[src/hdl/csv_pkg.sv]
`default_nettype none
// ----------------------------------------------------------------------------
// csv_pkg
// Shared types and constants of the client session validator: field widths,
// mode and status codes, the classified command and the session table entry.
// ----------------------------------------------------------------------------
package csv_pkg;

    // Session table geometry
    localparam int SESSIONS    = 64;
    localparam int IDX_W       = (SESSIONS > 1) ? $clog2(SESSIONS) : 1;

    // Command queue between front and back
    localparam int QUEUE_DEPTH = 2;
    localparam int QPTR_W      = (QUEUE_DEPTH > 1) ? $clog2(QUEUE_DEPTH) : 1;
    localparam int QCNT_W      = $clog2(QUEUE_DEPTH + 1);

    // Field widths
    localparam int MODE_W      = 2;
    localparam int KEY_W       = 32;
    localparam int SEQ_W       = 32;
    localparam int STATUS_W    = 3;

    // First sequence of a fresh session
    localparam logic [SEQ_W-1:0] SEQ_START = SEQ_W'(1);

    typedef enum logic [MODE_W-1:0] {
        MODE_REGISTER   = 2'd0,
        MODE_UNREGISTER = 2'd1,
        MODE_CHECK      = 2'd2,
        MODE_QUERY      = 2'd3
    } t_mode;

    typedef enum logic [STATUS_W-1:0] {
        STATUS_OK            = 3'd0,
        STATUS_ZERO_ID       = 3'd1,
        STATUS_DUPLICATE     = 3'd2,
        STATUS_FULL          = 3'd3,
        STATUS_UNKNOWN       = 3'd4,
        STATUS_WRONG_ACCOUNT = 3'd5,
        STATUS_BAD_SEQ       = 3'd6
    } t_status;

    // Operation after classification by the front end
    typedef enum logic [2:0] {
        OP_ZERO_ID,
        OP_REGISTER,
        OP_UNREGISTER,
        OP_CHECK,
        OP_QUERY
    } t_op;

    typedef struct packed {
        t_op              op;
        logic [KEY_W-1:0] client;
        logic [KEY_W-1:0] account;
        logic [SEQ_W-1:0] seq;
    } t_cmd;

    typedef struct packed {
        logic [KEY_W-1:0] client;
        logic [KEY_W-1:0] account;
        logic [SEQ_W-1:0] next_seq;
    } t_entry;

    localparam int ENTRY_W = $bits(t_entry);

    typedef struct packed {
        t_status          status;
        logic [SEQ_W-1:0] seq_out;
    } t_rsp;

    typedef enum logic [2:0] {
        ENG_IDLE,
        ENG_SCAN,
        ENG_DRAIN,
        ENG_FINISH,
        ENG_RESULT
    } t_eng_state;

endpackage
`default_nettype wire

[src/hdl/csv_req_if.sv]
`default_nettype none
// ----------------------------------------------------------------------------
// csv_req_if
// Request channel: valid/ready handshake carrying one request item.
// ----------------------------------------------------------------------------
interface csv_req_if;
    import csv_pkg::*;

    logic              valid;
    logic              ready;
    logic [MODE_W-1:0] mode;
    logic [KEY_W-1:0]  client_key;
    logic [KEY_W-1:0]  account_key;
    logic [SEQ_W-1:0]  request_seq;

    modport source (output valid, mode, client_key, account_key, request_seq, input ready);
    modport sink   (input valid, mode, client_key, account_key, request_seq, output ready);
endinterface
`default_nettype wire

[src/hdl/csv_front.sv]
`default_nettype none
// ----------------------------------------------------------------------------
// csv_front
// Accept request items, classify them into table operations and hand them
// to the command queue through a one-entry holding register.
// ----------------------------------------------------------------------------
module csv_front (
    input  wire              i_clk,
    input  wire              i_rst_n,
    csv_req_if.sink          i_req,
    input  wire              i_queue_full,
    output logic             o_push,
    output csv_pkg::t_cmd    o_cmd
);
    import csv_pkg::*;

    logic r_vld;
    logic n_vld;
    t_cmd r_cmd;
    t_cmd n_cmd;
    logic accept;

    // Take an item whenever the holding register is empty or draining
    assign o_push      = r_vld && !i_queue_full;
    assign i_req.ready = !r_vld || !i_queue_full;
    assign accept      = i_req.valid && i_req.ready;
    assign o_cmd       = r_cmd;

    // Classify the incoming item
    always_comb begin
        n_cmd.client  = i_req.client_key;
        n_cmd.account = i_req.account_key;
        n_cmd.seq     = i_req.request_seq;
        unique case (t_mode'(i_req.mode))
            MODE_REGISTER: begin
                if (i_req.client_key == '0 || i_req.account_key == '0) begin
                    n_cmd.op = OP_ZERO_ID;
                end else begin
                    n_cmd.op = OP_REGISTER;
                end
            end
            MODE_UNREGISTER: n_cmd.op = OP_UNREGISTER;
            MODE_CHECK:      n_cmd.op = OP_CHECK;
            MODE_QUERY:      n_cmd.op = OP_QUERY;
            default:         n_cmd.op = OP_QUERY;
        endcase
    end

    // Hold flag: set on accept, clear once pushed
    always_comb begin
        if (accept) begin
            n_vld = 1'b1;
        end else if (o_push) begin
            n_vld = 1'b0;
        end else begin
            n_vld = r_vld;
        end
    end

    always_ff @(posedge i_clk) begin
        if (!i_rst_n) begin
            r_vld <= 1'b0;
        end else begin
            r_vld <= n_vld;
        end
    end

    always_ff @(posedge i_clk) begin
        if (accept) begin
            r_cmd <= n_cmd;
        end
    end

endmodule
`default_nettype wire

[src/flat_wrapper.sv]
// flat-port wrapper written by rule: the top's interface ports become plain ports
module csv_front_flat import csv_pkg::*;
  (i_clk, i_rst_n, i_queue_full, o_push, o_cmd, i_req_valid, i_req_mode, i_req_client_key, i_req_account_key, i_req_request_seq, i_req_ready);
  csv_req_if i_req_i ();
  input  wire i_clk;
  input  wire i_rst_n;
  input  wire i_queue_full;
  output logic o_push;
  output csv_pkg::t_cmd o_cmd;
  input wire logic [$bits(i_req_i.valid)-1:0] i_req_valid;
  input wire logic [$bits(i_req_i.mode)-1:0] i_req_mode;
  input wire logic [$bits(i_req_i.client_key)-1:0] i_req_client_key;
  input wire logic [$bits(i_req_i.account_key)-1:0] i_req_account_key;
  input wire logic [$bits(i_req_i.request_seq)-1:0] i_req_request_seq;
  output wire logic [$bits(i_req_i.ready)-1:0] i_req_ready;
  assign i_req_i.valid = i_req_valid;
  assign i_req_i.mode = i_req_mode;
  assign i_req_i.client_key = i_req_client_key;
  assign i_req_i.account_key = i_req_account_key;
  assign i_req_i.request_seq = i_req_request_seq;
  assign i_req_ready = i_req_i.ready;
  csv_front u_core (.i_clk(i_clk), .i_rst_n(i_rst_n), .i_req(i_req_i), .i_queue_full(i_queue_full), .o_push(o_push), .o_cmd(o_cmd));
endmodule
[config.mk]
export PLATFORM = sky130hd
export DESIGN_NAME = csv_front_flat
export DESIGN_NICKNAME = d
export VERILOG_FILES = /design/src/hdl/csv_pkg.sv /design/src/hdl/csv_req_if.sv /design/src/hdl/csv_front.sv /design/src/flat_wrapper.sv
export SDC_FILE = /design/constraint.sdc
export NUM_CORES = 1
export LEC_CHECK = 0
export BUFFER_PORTS_ARGS = -buffer_cell sky130_fd_sc_hd__buf_2
export CORE_MARGIN = 4
export CORE_UTILIZATION = 40
export DETAILED_ROUTE_END_ITERATION = 10
export PLACE_DENSITY = 0.78
export SLEW_MARGIN = 20
export SYNTH_ARGS = -nofsm -noshare
export SYNTH_HDL_FRONTEND = slang
export SYNTH_SLANG_ARGS = --single-unit
export TNS_END_PERCENT = 10
[constraint.sdc]
create_clock -name i_clk -period 4 [get_ports i_clk]
set_clock_uncertainty 0.2 [all_clocks]
set_input_delay 0.4 -clock i_clk [delete_from_list [all_inputs] [get_ports i_clk]]
set_output_delay 0.4 -clock i_clk [all_outputs]
set_load 0.03 [all_outputs]
; Yosys cells after proc, flatten, opt, wreduce, memory -nomap -nowiden
; Index checks and enable logic that the tools add are counted.
; Widths: inputs -> output; s select.
[word_totals]
ff_bits = 100
in_bits = 102
out_inout_bits = 101
elab_cells = 22
[classes]
eq_ne = 3
muxes = 4
n_reduce_logical = 10
[op_table]
columns = cell, count
row1 = $logic_not 32->1, 2
row2 = $pmux 3 s4, 1
row3 = $eq 2x2->1 const B, 2
row4 = $mux 1, 3
row5 = $eq 2x1->1 const B, 1
row6 = $logic_and 1x1->1, 2
row7 = $logic_not 1->1, 2
row8 = $logic_not 2->1, 1
row9 = $logic_or 1x1->1, 2
row10 = $reduce_bool 2->1, 1

; Longest topological paths before layout
[logic_depth]
word_depth = 4
ltp_mapped = 4
mapped_depth_nobuf = 4

; Least setup slack after synthesis
; Ideal clock, no wire load.
[synth_path]
path_kind = input port to flip-flop
startpoint = input port i_queue_full
endpoint = register u_core.r_cmd (netlist bit u_core.o_cmd[0]) (enable)
setup_time_ns = 0.469
t_arrival_ns = 2.993
t_required_ns = 3.331
setup_slack_ns = 0.338
cell_stages = 2
n_path_buf = 0
path_cell_list = nand2_1 -> and2_1
[synth_between]
elab_chain_cells = 3
[synth_rtl]
columns = element, line_no
row1 = from (decl), flat_wrapper.sv:7  ; input wire i_queue_full;
row2 = $logic_not 1->1, csv_front.sv:25  ; assign i_req.ready = !r_vld || !i_queue_full;
row3 = $logic_or 1x1->1, csv_front.sv:25
row4 = $logic_and 1x1->1, csv_front.sv:26  ; assign accept = i_req.valid && i_req.ready;
row5 = via u_core.accept, csv_front.sv:21  ; logic accept;
row6 = to (signal assigned), csv_front.sv:70  ; r_cmd <= n_cmd;
row7 = to (decl), csv_front.sv:19  ; t_cmd r_cmd;
; The timed path passes the listed nets, and every way through them passes these cells.
; A chain may end at the register's enable or synchronous reset.

==> flow_metrics.env <==
export IMPL_drt_pass1_iter_count=4
export IMPL_criticalPathCategory="in -> reg"
export IMPL_post_cts_buffers=0
export IMPL_layout_common_cells="buf_2, edfxtp_1, dlygate4sd3_1, nor4_1, clkbuf_8"
export IMPL_leakagePower_nw=2.023
export IMPL_critical_path_slowest_cell="dlygate4sd3_1"
export IMPL_cts_buffers=9
export IMPL_multi_input_area_um2=212.7
export IMPL_std_cell_rows=32
export IMPL_finalMaxSlewViolations=0
export IMPL_yosysSeqAreaShare=0.9311
export IMPL_portBuffers=202
export IMPL_routed_via_density=4.489
export IMPL_worst_setup_path_end_kind="flop"
export IMPL_synth_cells=133
export IMPL_cellPowerDensity_nw_per_um2=463.2
export IMPL_cp_required_ns=3.90
export IMPL_root_buffer="clkbuf_8"
export IMPL_met3_usage=0.06174
export IMPL_final_common_cell="buf_2"
export IMPL_path_max_fanout=2
export IMPL_drt_antenna_violating_nets=0
export IMPL_setup_violations=0
export IMPL_grtUsageTotal=0.1606
export IMPL_syn_to_final_growth_pct=49.51
export IMPL_fp_dieW_um=97.64
export IMPL_cts_clk_slew_worst_paths_ns=0.09
export IMPL_maxCapViolations=0
export IMPL_worstPathArrival_ns=1.82
export IMPL_relSlewSlack=0.6441
export IMPL_min_period_over_period=0.4817
export IMPL_placed_area_um2=4355
export IMPL_first_iter_violations=77
export IMPL_grt_use_met1=0.1691
export IMPL_clock_latency_ns=0.34
export IMPL_layout_nets=472
export IMPL_busiest_layer="met2"
export IMPL_antenna_found_initial=0
export IMPL_regArea_um2=2993
export IMPL_grt_pass1_wl_um=11520
export IMPL_start_util=0.4138
export IMPL_tns_ns=0
export IMPL_synth_nets=238
export IMPL_hold_viol=0
export IMPL_hpwlAfterDp_um=5860
export IMPL_slowest_delay_ns=0.55
export IMPL_drt_wl_total_um=7783
export IMPL_grt_max_degree=100
export IMPL_worst_setup_path_start_kind="input port"
export IMPL_gp_congestion=0.7618
export IMPL_wl_per_cell_um=16.42
export IMPL_io_pins=203
export IMPL_yosysUniqueCellTypes=13
export IMPL_htreeDepth=3
export IMPL_grt_pass1_vias=2185
export IMPL_status="finished, final reports clean"
export IMPL_syn_avg_cell_area_um2=24.17
export IMPL_layout_drive_gt1_share=0.5914
export IMPL_synth_seq_cells=100
export IMPL_crit_chain="dlygate4sd3_1 -> buf_2 -> nor4_1 -> nand4_1 -> o221ai_1 -> o21ai_1"
export IMPL_rsz0062_at_grt="no"
export IMPL_grt_overflow=0
export IMPL_vias=2128
export IMPL_dieArea_um2=9534
export IMPL_ir_drop_uv=242.2
export IMPL_hold_path_class="in -> reg"
export IMPL_fillCellCount=607
export IMPL_grtUsageMet2=0.2873
export IMPL_coreArea_um2=7767
export IMPL_syn_cell_area_um2=3214
export IMPL_cts_tree="built"
export IMPL_fmax_ghz=0.5190
export IMPL_cts_buffer_depth=2
export IMPL_min_period_ns=1.927
export IMPL_cts_sinks=100
export IMPL_antenna_cells=0
export IMPL_final_cell_area_um2=4806
export IMPL_drc=0
export IMPL_die_h_um=97.64
export IMPL_tightest_slew_ns=0.5339
export IMPL_yosysWarningCount=0
## layout make-up
cell class / count / area share
clock inverters: 6 / 0.01979
repair buffers: 223 / 0.2577
flip-flops and latches: 100 / 0.6228
multi-input cells: 30 / 0.04426
well taps: 102 / 0.02656
inverters: 3 / 0.002343
clock buffers: 10 / 0.02656
## timing repair
action,4_1_cts,5_1_grt
hold buffers,8,12
resized for setup,0,0
hold endpoints to repair,8,12
## where the power goes
part	leakage (nW)	switching [W]	internal, W
combinational	0.951	0.000198	0.0000947
sequential	0.967	0.0000137	0.00122
clock	0.105	0.000337	0.000359
total	2.02	0.000548	0.00168
## flip-flops by register name, summed over array words and instances, names as in the netlist
| name | flops |
|---|---|
| u_core.r_vld | 1 |
| u_core.o_cmd | 99 |
## synth_stat cells
cell type | count | area [µm²]
a21oi_1 | 1 | 5.000
and2_1 | 1 | 6.260
dfxtp_1 | 1 | 20.02
edfxtp_1 | 99 | 2973
ha_1 | 3 | 37.54
inv_1 | 3 | 11.26
nand2_1 | 1 | 3.750
nand4_1 | 4 | 25.02
nor2b_1 | 2 | 12.51
nor4_1 | 15 | 93.84
nor4_2 | 1 | 12.51
o21ai_1 | 1 | 5.000
o221ai_1 | 1 | 8.760
## critical path, delay by kind of cell
kind	cells	cell delay (ns)
simple gates	2	0.42
buf+inv	2	0.68
compound gates	2	0.32
## metrics by stage
step           utilization  power (W)  hold slack [ns]  cells  setup slack (ns)
2_1_floorplan            -   0.001419           0.2865    133            0.3385
3_3_place_gp        0.5607   0.001531           0.3057    437             1.853
3_5_place_dp        0.5607   0.001540           0.3267    437             1.763
4_1_cts             0.5997   0.002237        0.0001770    461             1.976
5_1_grt             0.6187   0.002325       0.00005917    474             1.954
6_report            0.6187   0.002226          0.02819    474             2.073
## worst paths after layout
check / depth (start not counted) / to / slack (ns) / startpoint
worst max register to register: 3 / u_core.o_cmd[25] / 2.20 / u_core.r_vld
worst max-delay path: 6 / u_core.o_cmd[96] / 2.07 / i_req_client_key[25]
worst min-delay path: 1 / u_core.o_cmd[25] / 0.03 / i_req_request_seq[25]
worst min register to register: 2 / u_core.r_vld / 0.34 / u_core.r_vld
## kinds of logic after synthesis
group | count (synthesis) | share of synthesized area
buffers and inverters | 3 | 0.003503
adders and majority gates | 3 | 0.01168
and+or+nand+nor | 24 | 0.04788
AOI/OAI and AO/OA | 3 | 0.005836
DFF | 100 | 0.9311
## per-layer routing
| layer | vias to the layer above | part of all wire |
|---|---|---|
| met2 | 113 | 0.54 |
| met1 | 983 | 0.35 |
| met5 | - | 0 |
| met4 | 0 | 0.015 |
| li1 | 1018 | - |
| met3 | 14 | 0.093 |
(Power assumes the default switching activity.)
