File: config.mk
export PLATFORM = sky130hd
export DESIGN_NAME = csv_queue
export DESIGN_NICKNAME = d
export VERILOG_FILES = /design/src/hdl/csv_pkg.sv /design/src/hdl/csv_queue.sv
export SDC_FILE = /design/constraint.sdc
export NUM_CORES = 1
export LEC_CHECK = 0
export BUFFER_PORTS_ARGS = -buffer_cell sky130_fd_sc_hd__buf_2
export CAP_MARGIN = 10
export CORE_MARGIN = 4
export CORE_UTILIZATION = 42
export DETAILED_ROUTE_END_ITERATION = 8
export GPL_ROUTABILITY_DRIVEN = 0
export PLACE_DENSITY = 0.77
export SLEW_MARGIN = 10
export SYNTH_ARGS = -nofsm -noshare
export SYNTH_HDL_FRONTEND = slang
export SYNTH_SLANG_ARGS = --single-unit
File: constraint.sdc
create_clock -name i_clk -period 6.3 [get_ports i_clk]
set_clock_uncertainty 0.1 [all_clocks]
set_input_delay 0.63 -clock i_clk [delete_from_list [all_inputs] [get_ports i_clk]]
set_output_delay 0.63 -clock i_clk [all_outputs]
set_load 0.01 [all_outputs]
File: src/hdl/csv_pkg.sv
`default_nettype none
// ----------------------------------------------------------------------------
// csv_pkg
// Shared types and constants of the client session validator: field widths,
// mode and status codes, the classified command and the session table entry.
// ----------------------------------------------------------------------------
package csv_pkg;

    // Session table geometry
    localparam int SESSIONS    = 64;
    localparam int IDX_W       = (SESSIONS > 1) ? $clog2(SESSIONS) : 1;

    // Command queue between front and back
    localparam int QUEUE_DEPTH = 2;
    localparam int QPTR_W      = (QUEUE_DEPTH > 1) ? $clog2(QUEUE_DEPTH) : 1;
    localparam int QCNT_W      = $clog2(QUEUE_DEPTH + 1);

    // Field widths
    localparam int MODE_W      = 2;
    localparam int KEY_W       = 32;
    localparam int SEQ_W       = 32;
    localparam int STATUS_W    = 3;

    // First sequence of a fresh session
    localparam logic [SEQ_W-1:0] SEQ_START = SEQ_W'(1);

    typedef enum logic [MODE_W-1:0] {
        MODE_REGISTER   = 2'd0,
        MODE_UNREGISTER = 2'd1,
        MODE_CHECK      = 2'd2,
        MODE_QUERY      = 2'd3
    } t_mode;

    typedef enum logic [STATUS_W-1:0] {
        STATUS_OK            = 3'd0,
        STATUS_ZERO_ID       = 3'd1,
        STATUS_DUPLICATE     = 3'd2,
        STATUS_FULL          = 3'd3,
        STATUS_UNKNOWN       = 3'd4,
        STATUS_WRONG_ACCOUNT = 3'd5,
        STATUS_BAD_SEQ       = 3'd6
    } t_status;

    // Operation after classification by the front end
    typedef enum logic [2:0] {
        OP_ZERO_ID,
        OP_REGISTER,
        OP_UNREGISTER,
        OP_CHECK,
        OP_QUERY
    } t_op;

    typedef struct packed {
        t_op              op;
        logic [KEY_W-1:0] client;
        logic [KEY_W-1:0] account;
        logic [SEQ_W-1:0] seq;
    } t_cmd;

    typedef struct packed {
        logic [KEY_W-1:0] client;
        logic [KEY_W-1:0] account;
        logic [SEQ_W-1:0] next_seq;
    } t_entry;

    localparam int ENTRY_W = $bits(t_entry);

    typedef struct packed {
        t_status          status;
        logic [SEQ_W-1:0] seq_out;
    } t_rsp;

    typedef enum logic [2:0] {
        ENG_IDLE,
        ENG_SCAN,
        ENG_DRAIN,
        ENG_FINISH,
        ENG_RESULT
    } t_eng_state;

endpackage
`default_nettype wire

File: src/hdl/csv_queue.sv
`default_nettype none
// ----------------------------------------------------------------------------
// csv_queue
// Short command queue that decouples the front end from the table engine.
// ----------------------------------------------------------------------------
module csv_queue (
    input  wire              i_clk,
    input  wire              i_rst_n,
    input  wire              i_push,
    input  wire csv_pkg::t_cmd i_cmd,
    output logic             o_full,
    input  wire              i_pop,
    output csv_pkg::t_cmd    o_cmd,
    output logic             o_empty
);
    import csv_pkg::*;

    t_cmd              r_mem [QUEUE_DEPTH];
    logic [QPTR_W-1:0] r_wr_ptr;
    logic [QPTR_W-1:0] r_rd_ptr;
    logic [QCNT_W-1:0] r_count;
    logic [QPTR_W-1:0] n_wr_ptr;
    logic [QPTR_W-1:0] n_rd_ptr;
    logic [QCNT_W-1:0] n_count;
    logic              do_push;
    logic              do_pop;

    assign o_full  = (r_count == QCNT_W'(QUEUE_DEPTH));
    assign o_empty = (r_count == '0);
    assign o_cmd   = r_mem[r_rd_ptr];
    assign do_push = i_push && !o_full;
    assign do_pop  = i_pop && !o_empty;

    // Advance pointers with wrap, track fill level
    always_comb begin
        n_wr_ptr = r_wr_ptr;
        n_rd_ptr = r_rd_ptr;
        n_count  = r_count;
        if (do_push) begin
            n_wr_ptr = (r_wr_ptr == QPTR_W'(QUEUE_DEPTH - 1)) ? '0 : r_wr_ptr + 1'b1;
        end
        if (do_pop) begin
            n_rd_ptr = (r_rd_ptr == QPTR_W'(QUEUE_DEPTH - 1)) ? '0 : r_rd_ptr + 1'b1;
        end
        if (do_push && !do_pop) begin
            n_count = r_count + 1'b1;
        end else if (do_pop && !do_push) begin
            n_count = r_count - 1'b1;
        end
    end

    always_ff @(posedge i_clk) begin
        if (!i_rst_n) begin
            r_wr_ptr <= '0;
            r_rd_ptr <= '0;
            r_count  <= '0;
        end else begin
            r_wr_ptr <= n_wr_ptr;
            r_rd_ptr <= n_rd_ptr;
            r_count  <= n_count;
        end
    end

    always_ff @(posedge i_clk) begin
        if (do_push) begin
            r_mem[r_wr_ptr] <= i_cmd;
        end
    end

endmodule
`default_nettype wire

; Word-level counts from Yosys, hierarchy flattened
; Memory sizes are Yosys's and may differ from the RTL's. A register that Yosys moved wholly into a read port is not among the register bits.
; Index checks and enable logic that the tools add are counted.
[op_classes]
add_sub_neg = 4
n_eq_ne = 1
n_mux = 8
reduce_logical = 10
[ops]
columns = cell, count
row1 = two-way mux 1 bit, 6
row2 = logical AND 1 bit, 4
row3 = zero test 1 bit, 4
row4 = two-way mux 2 bit, 2
row5 = "adder 1 bit, second input constant", 2
row6 = "adder 2 x 1 -> 2 bit, second input constant", 1
row7 = "== test 2 bit, second input constant", 1
row8 = zero test 2 bit, 1
row9 = nonzero test 2 bit, 1
row10 = "subtractor 2 x 1 -> 2 bit, second input constant", 1
[word_totals]
register_bits = 4
mem_bits_rw = 198
output_inout_bits = 101
n_memories = 1
[memory_table]
columns = memory, depth, word_bits, rd, rd_ports_with_merged_regs, write_ports, line
row1 = r_mem, 2, 99, 1, 1, 1, csv_queue.sv:18  ; t_cmd r_mem [QUEUE_DEPTH];

; Depth between registers and ports, before layout
; Gate-level depths: netlist (run 1).
[logic_depth]
ltp_word = 7
depth_mapped = 7
ltp_nobuf = 7

; Least setup slack after synthesis (run 1)
; Ideal clock, no wire load.
[synth_path]
kind = in2reg
from = in i_push
to = mem r_mem[0][0] in the netlist's numbering (enable)
setup_time_ns = 0.540
t_arrival_ns = 4.545
required_time_ns = 5.660
setup_slack_ns = 1.115
stages = 2
path_buffers = 0
cell_sequence = inv_1 -> nor3_2
[synth_via]
elab_chain_cells = 3
[synth_rtl]
columns = item, line
row1 = start: declaration, csv_queue.sv:9  ; input wire i_push,
row2 = logical AND 1 bit, csv_queue.sv:31  ; assign do_push = i_push && !o_full;
row3 = two-way mux 1 bit, csv_queue.sv:65  ; if (do_push) begin
row4 = two-way mux 1 bit (not written as such), csv_queue.sv:66  ; r_mem[r_wr_ptr] <= i_cmd;
row5 = end: declaration, csv_queue.sv:18
; No other way between the ends.

==> flow_summary.rst, run 1 <==
.. list-table::
   :header-rows: 1

   * - Metric
     - Value
   * - Crit path largest cell delay
     - between 0.7 and 0.8 ns
   * - Core Region
     - approximately 0.017 mm²
   * - Register area share after synthesis
     - about four fifths
   * - Post-route fraction of the period consumed by the critical path
     - 52.3%
   * - Die boundary height
     - 141 µm
   * - Number of CTS-inserted buffers
     - 21
   * - DRC violations left
     - 0
   * - Starting DRT DRC Count
     - roughly 130
   * - Number of gates resized after CTS
     - 0
   * - Run status
     - complete, no violations
   * - Cell area power density
     - between 400 and 500 mW/mm²
   * - Std cell rows
     - 48
   * - Antenna violations before repair
     - 4
   * - Worst path arrival time
     - 2.56 ns
   * - Final wirelength
     - between 10 and 15 mm
   * - IO Pins
     - a little over 200
   * - Worst reg2reg path startpoint
     - r_count[0]$_SDFFE_PN0P_
   * - Number of fill cells in the layout
     - between 1000 and 1500
   * - Share of final-layout standard cells stronger than drive strength 1
     - just under 60%
   * - Number of global-route vias before repair
     - about 4200
   * - Half-perimeter wire length after placement
     - approximately 9.4 mm
   * - Number of buffers inserted to repair setup after CTS
     - 0
   * - Synth unique cells
     - 22
   * - Wire per inst
     - 17.7 µm
   * - Endpoint type of the worst setup path
     - output pin
   * - Post-CTS Hold Buffers
     - 0
   * - Maximum clock frequency
     - 304 MHz
   * - Effective utilization at floorplan
     - between 40% and 50%
   * - Net count of the finished layout
     - 656
   * - Final Util
     - between 50% and 60%
   * - Leakage power of the design
     - around 3.5 nW
   * - Synth Register Bits
     - between 200 and 250
   * - Total gr overflow
     - 0
   * - Buffer levels on the longest clock path
     - 3
   * - Count of input and output buffers
     - about 200
   * - WP buf/inv
     - 2
   * - IR Drop Worst-Case VDD
     - ~0.33 mV
   * - Final-layout setup total negative slack
     - 0 ns
   * - Number of warnings reported in the yosys synthesis log
     - 0
   * - Overall die width
     - between 100 and 150 µm
   * - Minimum period implied by the final worst setup slack
     - roughly 3.3 ns
   * - Global Route Usage Sum
     - between 10 and 15%
   * - Netlist area before placement
     - around 0.0074 mm²
   * - Sequence of cells on the critical path
     - buf_4 > mux2_2 > buf_2
   * - Wire length of the first global-routing pass
     - approximately 22 mm
   * - Final antenna-violating net count
     - 0
   * - Data required time at the worst endpoint
     - approximately 5.6 ns
   * - Clock Latency Late Sink
     - between 0.4 and 0.5 ns
   * - Setup slack of the worst register-to-register path
     - about 3.7 ns
   * - Slew Limit Fails
     - 0
   * - Seq. cell area
     - approximately 0.0060 mm²
   * - Max Cap Viol
     - 0
   * - Total via count in the routed design
     - 3750
   * - Min-Delay Startpoint
     - i_cmd[51]
   * - Area taken by multi-input logic gates
     - ~0.0013 mm²
   * - Type of the setup path with the least slack
     - reg -> out
   * - Slowest cell on crit path
     - sky130_fd_sc_hd__buf_4
   * - Tightest slew margin relative to the limit
     - a little under two fifths
   * - Unrepaired setup endpoints after global routing
     - false
   * - Cells after Synth
     - 333
   * - Clock slew at the register clock pins of the worst setup and hold paths
     - approximately 0.06 ns
   * - Final hold vios
     - 0
   * - Worst Tran Pin Value
     - approximately 0.93 ns
   * - Average cell area after synthesis
     - around 22 µm²
   * - Type of the tightest min-delay check
     - in -> reg
   * - Synthesis-to-layout area growth
     - 25.7%
   * - Detailed-route vias per instance
     - 4.75
   * - Startpoint type of the worst setup path
     - flop
   * - Number of sinks driven by the clock tree
     - slightly above 200
   * - Buffer type at the clock tree root
     - sky130_fd_sc_hd__clkbuf_16
   * - Setup-violating endpoint count in the final report
     - 0
   * - Net Count, Synth
     - between 400 and 500
   * - Largest net degree at the start of global routing
     - 66
   * - Largest delay contributor family on the critical path
     - buffers and inverters
   * - Overall die area
     - roughly 0.020 mm²
   * - Critical Path Fanout Max
     - 65
   * - First-pass iteration count of the detailed router
     - 4
   * - CTS tree
     - done
   * - H-tree levels
     - 1
[metrics by stage]
step           power (mW)  instances  instance area (µm²)  hold WS (ns)  setup slack [ns]
2_1_floorplan        2.37        333                 7410         0.383              1.12
3_3_place_gp         2.67        754                 8670         0.396              3.53
3_5_place_dp         2.70        754                 8670         0.430              3.45
4_1_cts              3.86        787                 9310         0.214              2.93
5_1_grt              3.98        789                 9310         0.213              2.85
6_report             3.79        789                 9310         0.241              3.01
[final timing paths]
path	to	depth (start not counted)
worst max-delay path	o_cmd[53]	3
worst min-delay path	r_mem[0][51]$_DFFE_PP_	1
worst max register to register	r_mem[0][46]$_DFFE_PP_	5
worst min register to register	r_count[1]$_SDFFE_PN0P_	2
[cells in the mapped netlist (all sizes together)]
cell    count  area, µm²
dfxtp       5        100
nor3        1       10.0
ha          1       12.5
edfxtp    198       5950
mux2       99       1150
and2        3       18.8
nor2        2       7.51
nand2b      1       6.26
and3        1       6.26
o21ai       2       10.0
buf        11       73.8
xnor2       2       17.5
or3         1       6.26
a21boi      2       15.0
inv         2       7.50
xor2        1       8.76
o21a        1       7.51
[cell families after synthesis]
family | count (synthesis) | synth area share [%]
simple gates | 9 | 0.744
buf+inv | 13 | 1.10
mux | 99 | 15.6
compound gates | 5 | 0.439
xor+xnor | 3 | 0.355
fa+ha+maj | 1 | 0.169
flops | 203 | 81.6
[placed cells by master, fill, tap and decap left out, types with 3 or more instances in the layout]
| cell | n |
|---|---|
| sky130_fd_sc_hd__buf_2 | 203 |
| sky130_fd_sc_hd__edfxtp_1 | 198 |
| sky130_fd_sc_hd__mux2_2 | 89 |
| sky130_fd_sc_hd__clkbuf_16 | 21 |
| sky130_fd_sc_hd__mux2_4 | 10 |
| sky130_fd_sc_hd__clkinv_1 | 5 |
| sky130_fd_sc_hd__buf_4 | 4 |
| sky130_fd_sc_hd__dfxtp_1 | 4 |
| sky130_fd_sc_hd__and2_1 | 3 |
| sky130_fd_sc_hd__clkbuf_1 | 3 |
[registers in the layout, summed over array words and instances (netlist names), named ones only]
signal and cells:
r_count 2, r_wr_ptr 1, r_mem 198, r_rd_ptr 1
[layer usage]
layer / share of wire (%) / routed length (µm) / up-vias / track usage [%]
met2: 52 / 7260 / 136 / 24.4
met5: 0.19 / 27 / - / 0
met1: 38 / 5340 / 1822 / 16.2
li1: - / - / 1760 / -
met4: 2.0 / 286 / 4 / 4.49
met3: 7.5 / 1040 / 28 / 4.17
[cell type report]
type / count / share of cell area (%)
Antenna cell: 2 / 0.0538
Clock buffer: 24 / 5.77
Clock inverter: 9 / 1.01
Inverter: 2 / 0.0806
Multi-Input combinational cell: 117 / 13.9
Sequential cell: 203 / 65.0
Tap cell: 225 / 3.02
Timing Repair Buffer: 207 / 11.2
[power breakdown]
group / leakage (nW) / total (mW) / internal [mW] / switching [mW]
clock: 0.299 / 1.14 / 0.685 / 0.452
combinational: 1.28 / 0.877 / 0.421 / 0.456
sequential: 1.89 / 1.77 / 1.70 / 0.0739
Note: power is estimated with default switching activity, not from simulation.
==> run 2, diff against run 1 <==
==> constraint.sdc (replaced) <==
create_clock -name i_clk -period 3.3 [get_ports i_clk]
set_clock_uncertainty 0.1 [all_clocks]
set_input_delay 0.33 -clock i_clk [delete_from_list [all_inputs] [get_ports i_clk]]
set_output_delay 0.33 -clock i_clk [all_outputs]
set_load 0.01 [all_outputs]
==> flow_summary.rst, run 2 (synthesized netlist as in run 1, its figures left out) <==
.. list-table::
   :header-rows: 1

   * - Metric
     - Value
   * - Die boundary height
     - 141 µm (unchanged)
   * - Total gr overflow
     - 0 (unchanged)
   * - Detailed-route vias per instance
     - 4.69 (-1.4%)
   * - Largest Register
     - r_mem
   * - Starting DRT DRC Count
     - 181 (+36%)
   * - Wire per inst
     - 17.1 µm (-3.3%)
   * - Type of the setup path with the least slack
     - reg -> out
   * - Tightest slew margin relative to the limit
     - 68.0% (+30 points)
   * - Overall die area
     - 0.0198 mm² (unchanged)
   * - Cell area power density
     - 728 mW/mm² (+79%)
   * - Number of flip-flops under the largest register name
     - 198 (unchanged)
   * - Area taken by multi-input logic gates
     - 0.00130 mm² (+0.58%)
   * - Placed standard-cell area
     - 0.00872 mm² (+0.56%)
   * - IO Pins
     - 204 (unchanged)
   * - Final standard cell area without fillers
     - 0.0104 mm² (+12%)
   * - Core Region
     - 0.0173 mm² (unchanged)
   * - Unrepaired setup endpoints after global routing
     - false
   * - Leakage power of the design
     - 3.93 nW (+13%)
   * - Startpoint type of the worst setup path
     - flop
   * - Minimum period implied by the final worst setup slack
     - around 2.5 ns
   * - Share of final-layout standard cells stronger than drive strength 1
     - 51.5% (-8.1 points)
   * - Overall die width
     - 141 µm (unchanged)
   * - Slew Limit Fails
     - 0 (unchanged)
   * - Endpoint type of the worst setup path
     - output pin
   * - Number of gates resized after CTS
     - 0 (unchanged)
   * - H-tree levels
     - 1 (unchanged)
   * - Antenna violations before repair
     - 1 (-3)
   * - Final hold vios
     - 0 (unchanged)
   * - Max Cap Viol
     - 0 (unchanged)
   * - Buffer levels on the longest clock path
     - 3 (unchanged)
   * - Clock Latency Late Sink
     - 0.48 ns (about the same)
   * - Std cell rows
     - 48 (unchanged)
   * - Effective utilization at floorplan
     - 42.8% (unchanged)
   * - Run status
     - complete, no violations
   * - Most common library cell in the layout ignoring fill and taps
     - sky130_fd_sc_hd__buf_2
   * - Worst Tran Pin Value
     - 0.480 ns (-0.452 ns)
   * - Number of global-route vias before repair
     - 4606 (+9.5%)
   * - Number of CTS-inserted buffers
     - 21 (unchanged)
   * - Placed cell count
     - 754 (unchanged)
   * - Critical Path Fanout Max
     - 77 (+18%)
   * - Wire length of the first global-routing pass
     - 23.7 mm (+9.8%)
   * - CTS tree
     - done
   * - Net count of the finished layout
     - 756 (+15%)
   * - Final wirelength
     - 15.3 mm (+9.3%)
   * - First-pass iteration count of the detailed router
     - 4 (unchanged)
   * - Buffer type at the clock tree root
     - sky130_fd_sc_hd__clkbuf_16
   * - DRC violations left
     - 0 (unchanged)
   * - Count of input and output buffers
     - 203 (unchanged)
   * - Final antenna-violating net count
     - 0 (unchanged)
   * - Maximum clock frequency
     - about 400 MHz
   * - Clock slew at the register clock pins of the worst setup and hold paths
     - 0.06 ns (about the same)
   * - Setup-violating endpoint count in the final report
     - 0 (unchanged)
   * - Seq. cell area
     - 0.00605 mm² (about the same)
   * - Post-route fraction of the period consumed by the critical path
     - 76.1%
   * - Number of sinks driven by the clock tree
     - 203 (unchanged)
   * - Largest net degree at the start of global routing
     - 78 (+18%)
   * - Number of fill cells in the layout
     - 1212 (-13%)
   * - Half-perimeter wire length after placement
     - 9.27 mm (-1.1%)
   * - Data required time at the worst endpoint
     - 2.87 ns (-2.70 ns)
   * - Commonest cells after routing, fill and taps aside
     - sky130_fd_sc_hd__buf_2 (203), sky130_fd_sc_hd__edfxtp_1 (198), sky130_fd_sc_hd__dlygate4sd3_1 (100)
   * - Type of the tightest min-delay check
     - in -> reg
   * - Global Route Usage Sum
     - 15.0% (+1.2 points)
   * - Worst path arrival time
     - 2.08 ns (-0.48 ns)
   * - Registers with the most flip-flops
     - r_mem: 198 flops, r_count: 2 flops
   * - Synthesis-to-layout area growth
     - 40.9%
   * - Final non-filler cell total
     - 892 (+13%)
   * - Total via count in the routed design
     - 4180 (+11%)
   * - IR Drop Worst-Case VDD
     - 0.506 mV (+53%)
==> run 2: changes by cell type in the layout (fill, tap and decap cells not counted), sizes merged <==
cell | previous run | this run
diode | 2 | 1
dlygate4sd3 | 0 | 100
clkinv | 5 | 6
clkinvlp | 2 | 3
bufinv | 2 | 4
==> run 2: final cells by class <==
type | count | share of cell area, %
Clock buffer | 24 | 5.15
Antenna cell | 1 | 0.0240
Sequential cell | 203 | 58.0
Timing Repair Buffer | 307 | 20.0
Inverter | 2 | 0.0959
Tap cell | 225 | 2.70
Clock inverter | 13 | 1.62
Multi-Input combinational cell | 117 | 12.4
==> run 2: path summary, 6_finish.rpt <==
path	from	endpoint	slack [ns]	cells past startpoint
max	flop	o_cmd[22]	0.79	3
min	i_push	r_wr_ptr$_SDFFE_PN0P_	0.15	3
max reg2reg	r_count[0]$_SDFFE_PN0P_	r_mem[1][84]$_DFFE_PP_	1.40	3
min reg2reg	r_count[1]$_SDFFE_PN0P_	r_count[1]$_SDFFE_PN0P_	0.48	2
==> run 2: per-stage QoR <==
step	total power, mW	utilization, %	setup slack (ns)	TNS, ns	hold WS, ns
6_report	7.59	60.3	0.788	0	0.152
5_1_grt	7.96	60.3	0.692	0	0.157
4_1_cts	7.67	60.3	0.762	0	0.128
3_5_place_dp	5.18	50.4	1.29	0	0.421
3_3_place_gp	5.13	50.4	1.32	0	0.417
2_1_floorplan	4.52	-	-0.176	-17.53	0.329
==> run 2: critical path, stage by stage (launching register included) <==
cell and delay [ns]:
sky130_fd_sc_hd__dfxtp_4 0.57, sky130_fd_sc_hd__buf_12 0.41, sky130_fd_sc_hd__mux2_2 0.40, sky130_fd_sc_hd__buf_2 0.14
==> run 2: power by group <==
part           leakage, nW  switching, mW  total [mW]  internal, mW
sequential            1.89          0.134        3.38          3.24
clock                0.336          0.901        2.38          1.48
combinational         1.71          0.924        1.83         0.910
==> run 2: timing repair <==
action	in CTS	in global routing
hold endpoints to repair	200	0
buffers inserted	0	0
hold buffers	100	0
==> run 2: layer usage <==
| layer | vias up | part of all wire (%) | track usage (%) |
|---|---|---|---|
| met3 | 37 | 6.6 | 4.14 |
| met1 | 2012 | 38 | 17.2 |
| met5 | - | 0 | 0 |
| met2 | 164 | 53 | 27.0 |
| met4 | 0 | 2.7 | 5.10 |
| li1 | 1967 | - | - |
